$ cat src/rtl/lgp_pkg.sv
// Package for the linear gradient pixel block: register map, shared widths and types.
// No dependencies.
`default_nettype none

package lgp_pkg;

    localparam int COORD_W = 14;
    localparam int PIX_W   = 12;
    localparam int CW      = 32;   // projection values, exact for 14-bit points
    localparam int DVD_W   = 40;   // weighted channel sum, below 256 * span
    localparam int QBITS   = 8;
    localparam int NCH     = 3;
    localparam int ADDR_W  = 5;

    localparam logic [2:0] REG_START_X   = 3'd0;
    localparam logic [2:0] REG_START_Y   = 3'd1;
    localparam logic [2:0] REG_END_X     = 3'd2;
    localparam logic [2:0] REG_END_Y     = 3'd3;
    localparam logic [2:0] REG_START_RGB = 3'd4;
    localparam logic [2:0] REG_END_RGB   = 3'd5;

    typedef enum logic [1:0] {
        SEL_START,
        SEL_END,
        SEL_MID
    } sel_t;

    // values derived from the registers; the user keeps them constant while pixels flow, the block does not enforce it
    typedef struct packed {
        logic signed [CW-1:0] a;
        logic signed [CW-1:0] b;
        logic signed [CW-1:0] c1;
        logic signed [CW-1:0] c2;
        logic [CW-1:0]        span;
        logic [23:0]          start_rgb;
        logic [23:0]          end_rgb;
    } cfg_t;

    typedef struct packed {
        sel_t                            sel;
        logic [NCH-1:0][DVD_W-1:0]       dvd;
    } work_t;

endpackage

`default_nettype wire

$ cat src/rtl/lgp_cfg.sv
// APB register file and the derived gradient terms (direction, end projections, span).
// Depends on lgp_pkg.
`default_nettype none

module lgp_cfg (
    input  wire                          clk,
    input  wire                          rst_n,
    input  wire                          psel,
    input  wire                          penable,
    input  wire                          pwrite,
    input  wire [lgp_pkg::ADDR_W-1:0]    paddr,
    input  wire [31:0]                   pwdata,
    output logic [31:0]                  prdata,
    output logic                         pready,
    output lgp_pkg::cfg_t                cfg
);

    logic signed [13:0] sx_reg, sy_reg, ex_reg, ey_reg;
    logic [23:0]        srgb_reg, ergb_reg;
    logic [2:0]         idx;
    logic               wr;

    logic signed [31:0] a_reg, b_reg, sx_w, sy_w, ex_w, ey_w;
    logic signed [31:0] p1_reg, p2_reg, p3_reg, p4_reg, c1_reg, c2_reg;
    logic [31:0]        span_reg;

    assign pready = 1'b1;
    assign idx    = paddr[4:2];
    assign wr     = psel && penable && pwrite;

    always_ff @(posedge clk or negedge rst_n)
    begin
        if (!rst_n)
        begin
            sx_reg   <= '0;
            sy_reg   <= '0;
            ex_reg   <= '0;
            ey_reg   <= '0;
            srgb_reg <= '0;
            ergb_reg <= 24'hFFFFFF;
        end
        else if (wr)
        begin
            unique case (idx)
                lgp_pkg::REG_START_X:   sx_reg   <= pwdata[13:0];
                lgp_pkg::REG_START_Y:   sy_reg   <= pwdata[13:0];
                lgp_pkg::REG_END_X:     ex_reg   <= pwdata[13:0];
                lgp_pkg::REG_END_Y:     ey_reg   <= pwdata[13:0];
                lgp_pkg::REG_START_RGB: srgb_reg <= pwdata[23:0];
                lgp_pkg::REG_END_RGB:   ergb_reg <= pwdata[23:0];
                default: ;
            endcase
        end
    end

    always_comb
    begin
        unique case (idx)
            lgp_pkg::REG_START_X:   prdata = 32'(sx_reg);
            lgp_pkg::REG_START_Y:   prdata = 32'(sy_reg);
            lgp_pkg::REG_END_X:     prdata = 32'(ex_reg);
            lgp_pkg::REG_END_Y:     prdata = 32'(ey_reg);
            lgp_pkg::REG_START_RGB: prdata = {8'd0, srgb_reg};
            lgp_pkg::REG_END_RGB:   prdata = {8'd0, ergb_reg};
            default:                prdata = '0;
        endcase
    end

    assign sx_w = 32'(sx_reg);
    assign sy_w = 32'(sy_reg);
    assign ex_w = 32'(ex_reg);
    assign ey_w = 32'(ey_reg);

    // registered derived terms (a and b, products, end projections, span); pixels are not held back until they settle
    always_ff @(posedge clk)
    begin
        a_reg    <= ex_w - sx_w;
        b_reg    <= ey_w - sy_w;
        p1_reg   <= a_reg * sx_w;
        p2_reg   <= b_reg * sy_w;
        p3_reg   <= a_reg * ex_w;
        p4_reg   <= b_reg * ey_w;
        c1_reg   <= p1_reg + p2_reg;
        c2_reg   <= p3_reg + p4_reg;
        span_reg <= c2_reg - c1_reg;
    end

    assign cfg.a         = a_reg;
    assign cfg.b         = b_reg;
    assign cfg.c1        = c1_reg;
    assign cfg.c2        = c2_reg;
    assign cfg.span      = span_reg;
    assign cfg.start_rgb = srgb_reg;
    assign cfg.end_rgb   = ergb_reg;

endmodule

`default_nettype wire

$ cat config.mk
export PLATFORM = sky130hd
export DESIGN_NAME = lgp_cfg
export DESIGN_NICKNAME = d
export VERILOG_FILES = /design/src/rtl/lgp_pkg.sv /design/src/rtl/lgp_cfg.sv
export SDC_FILE = /design/constraint.sdc
export NUM_CORES = 2
export LEC_CHECK = 0
export BUFFER_PORTS_ARGS = -buffer_cell sky130_fd_sc_hd__buf_2
export CAP_MARGIN = 20
export CORE_ASPECT_RATIO = 1.2
export CORE_MARGIN = 2
export CORE_UTILIZATION = 35
export CTS_CLUSTER_SIZE = 20
export DETAILED_ROUTE_END_ITERATION = 7
export GPL_ROUTABILITY_DRIVEN = 0
export PLACE_DENSITY = 0.5
export SYNTH_ARGS = -nofsm -noshare
export SYNTH_HDL_FRONTEND = slang
export SYNTH_SLANG_ARGS = --single-unit
$ cat constraint.sdc
create_clock -name clk -period 12.2 [get_ports clk]
set_clock_uncertainty 0.2 [all_clocks]
set_input_delay 2.44 -clock clk [delete_from_list [all_inputs] [get_ports clk]]
set_output_delay 2.44 -clock clk [all_outputs]
set_load 0.1 [all_outputs]
==> out/metrics.cfg <==
[sta]
max_freq_mhz=134
rsz0062_at_grt=no
whs_ns=0.256
finalCritPeriodShare=0.611
fin_crit_ns=7.45
tightest_slew_ns=1.04
setup_viol_count_final=0
slew_headroom=0.305
final_max_slew_viol_count=0
timing.setup.tns_ns=0
finalHoldViolations=0

[global_routing]
gr-total-overflow=0
grt_pass1_vias=36300
grt_max_degree=82
grt_pass1_wl_mm=207
grt_use_total=0.193
antenna_found_initial=9

[hold_path]
whs_endpoint=c1_reg[0]
hold_path.class=register to register
worstHoldStart=p2_reg[0]
hold_depth=1

[die]
fp.dieH_um=408
num_rows=148
core_um2=135000
die_width_um=341
io_pins=283
dieArea_um2=139000
initial_core_util=0.352

[critical_path]
cpLargestDelayFamily=adder cells
path_cells=and2_1, fa_1, inv_1, fa_1, inv_1, fa_1, inv_1, fa_1, inv_1, fa_1, inv_1, fa_1, inv_1, ha_1, a211oi_1, o21ai_0, o21ai_0, a211oi_1, o211ai_1, a21oi_1, a311oi_1
critPathLaunchType=register
r2r-start=sy_reg[2]
crit_fanout=18
cp-end-kind=register
reg2regPathDepth=21
required_ns=12.41
r2r_end=p2_reg[30]
slowest_delay_ns=0.73
path_buf_inv=6
worstPathArrival_ns=7.66
critPathKind=register to register
slowest_stage=a311oi_1
regToRegSetupSlack_ns=4.75

[clock_tree]
cts_buffer_depth=3
cts_setup_buffers=0
cts_sinks=346
cts-root-buf=clkbuf_16
path_clk_slew_ns=0.06
clk_latency_ns=0.62
numCtsBuffers=46
cts_tree=done
hold_buffers=0
htreeDepth=2
post_cts_resized=0

[synthesis]
synth_seq_cells=346
syn-num-nets=6309
yosysWarnings=0
synth_cell_types=85
syn_area_um2=47600
synth.avg_cell_area_um2=9.44
yosysSeqAreaShare=0.157
synth-edff-count=0
ys_async_sr_fraction=0.301
synth-main-ff-cell=dfxtp_1
syn-instance-count=5041

[placed_design]
dp_cells=6927
io_buffers=271
dp_hpwl_mm=104

[route]
via_count=33800
drc_errors=0
drtPass1Iterations=5
dr.first_iter.drc_count=1642
wl_per_cell_um=18.5
wl_mm=130
via_per_inst=4.82
antenna_left=0

[finish]
final_util=0.386
multi_input_area_um2=35200
area_delta_synth_final_pct=9.70
final_nets=6444
drive_gt1_frac=0.108
finalNonFillerCells=7015
ff_latch_area_um2=7480
n_fill_cell=13800

[run_status]
outcome=complete, no violations

[job]
maxCapViolCount=0

==> how the worst max path moves through the flow <==
stage | startpoint | endpoint | slack, ns | depth (start not counted)
4_1_cts | paddr[3] | prdata[28] | 4.85 | 5
3_3_place_gp | paddr[3] | prdata[25] | 4.89 | 5
6_report | sy_reg[2] | p2_reg[30] | 4.75 | 21
2_1_floorplan | paddr[2] | prdata[21] | 3.81 | 5
5_1_grt | sx_reg[2] | p1_reg[26] | 4.54 | 18
3_5_place_dp | paddr[3] | prdata[28] | 4.85 | 5
==> stage by stage <==
step	setup WS [ns]	area (um^2)
2_1_floorplan	3.81	47600
3_3_place_gp	4.89	50500
3_5_place_dp	4.85	50500
4_1_cts	4.85	52100
5_1_grt	4.54	52200
6_report	4.75	52200
==> area by class of cell <==
class / count / share of cell area
Antenna cell: 2 / 0.0000959
Clock buffer: 61 / 0.0247
Clock inverter: 24 / 0.00640
Inverter: 1038 / 0.0747
Multi-Input combinational cell: 3422 / 0.674
Sequential cell: 346 / 0.143
Tap cell: 1800 / 0.0432
Timing Repair Buffer: 322 / 0.0338
==> routing by layer <==
metal  track usage  wire [um]
met5             0         48
met4        0.0734       5470
met3        0.0182       4150
met2         0.351      66300
met1         0.233      53600
==> placed cells by master (no fill, tap or decap), types with 6 or more instances in the layout <==
cell	synthesis	layout
buf_4	42	51
o2111ai_1	10	10
and2_1	449	449
ha_1	393	393
or3_1	15	15
o211ai_1	7	7
a211oi_1	23	23
nand3_1	42	42
a31oi_1	11	11
o21a_1	40	40
inv_1	1038	1038
clkinv_2	0	7
clkbuf_16	0	47
mux2_2	102	102
a21o_1	76	76
nand4_1	14	14
xnor2_1	174	174
fa_1	833	833
nor2b_1	31	31
dfrtp_1	80	80
mux2i_1	32	32
dfxtp_1	242	241
o21ai_0	110	110
o31a_1	8	8
nand2b_1	41	41
o21bai_1	17	17
and3_1	8	8
a21oi_1	158	158
nor3_1	32	30
buf_2	3	270
clkbuf_8	0	6
nor2_1	196	195
nand2_1	429	429
o22ai_1	11	11
xor2_1	43	43
bufinv_16	0	6
clkbuf_1	184	8
o31ai_1	6	6
dfstp_2	24	24
a21boi_0	8	8
==> cell families (layout without fill, tap and decap cells) <==
group	after synthesis	in the layout	share of synthesized area
AOI/OAI and AO/OA	562	562	0.0786
DFF	346	346	0.157
other	1	3	0.0000788
muxes	137	137	0.0323
adders and majority gates	1226	1226	0.454
buffers and inverters	1273	1445	0.104
xor gates and xnor gates	217	217	0.0400
and+or+nand+nor	1279	1279	0.134
==> synthesized netlist by cell type, drive strengths merged (102+ instances only) <==
library cell	n	share of area
xnor2	174	0.032
clkbuf	184	0.015
nand2	429	0.034
ha	393	0.10
and2	449	0.059
inv	1038	0.082
dfxtp	242	0.10
mux2	102	0.024
nor2	196	0.015
o21ai	113	0.012
fa	833	0.35
a21oi	159	0.017
Power is not shown: default switching activity piles up to over one toggle a cycle in this logic, so the estimate is an artifact.
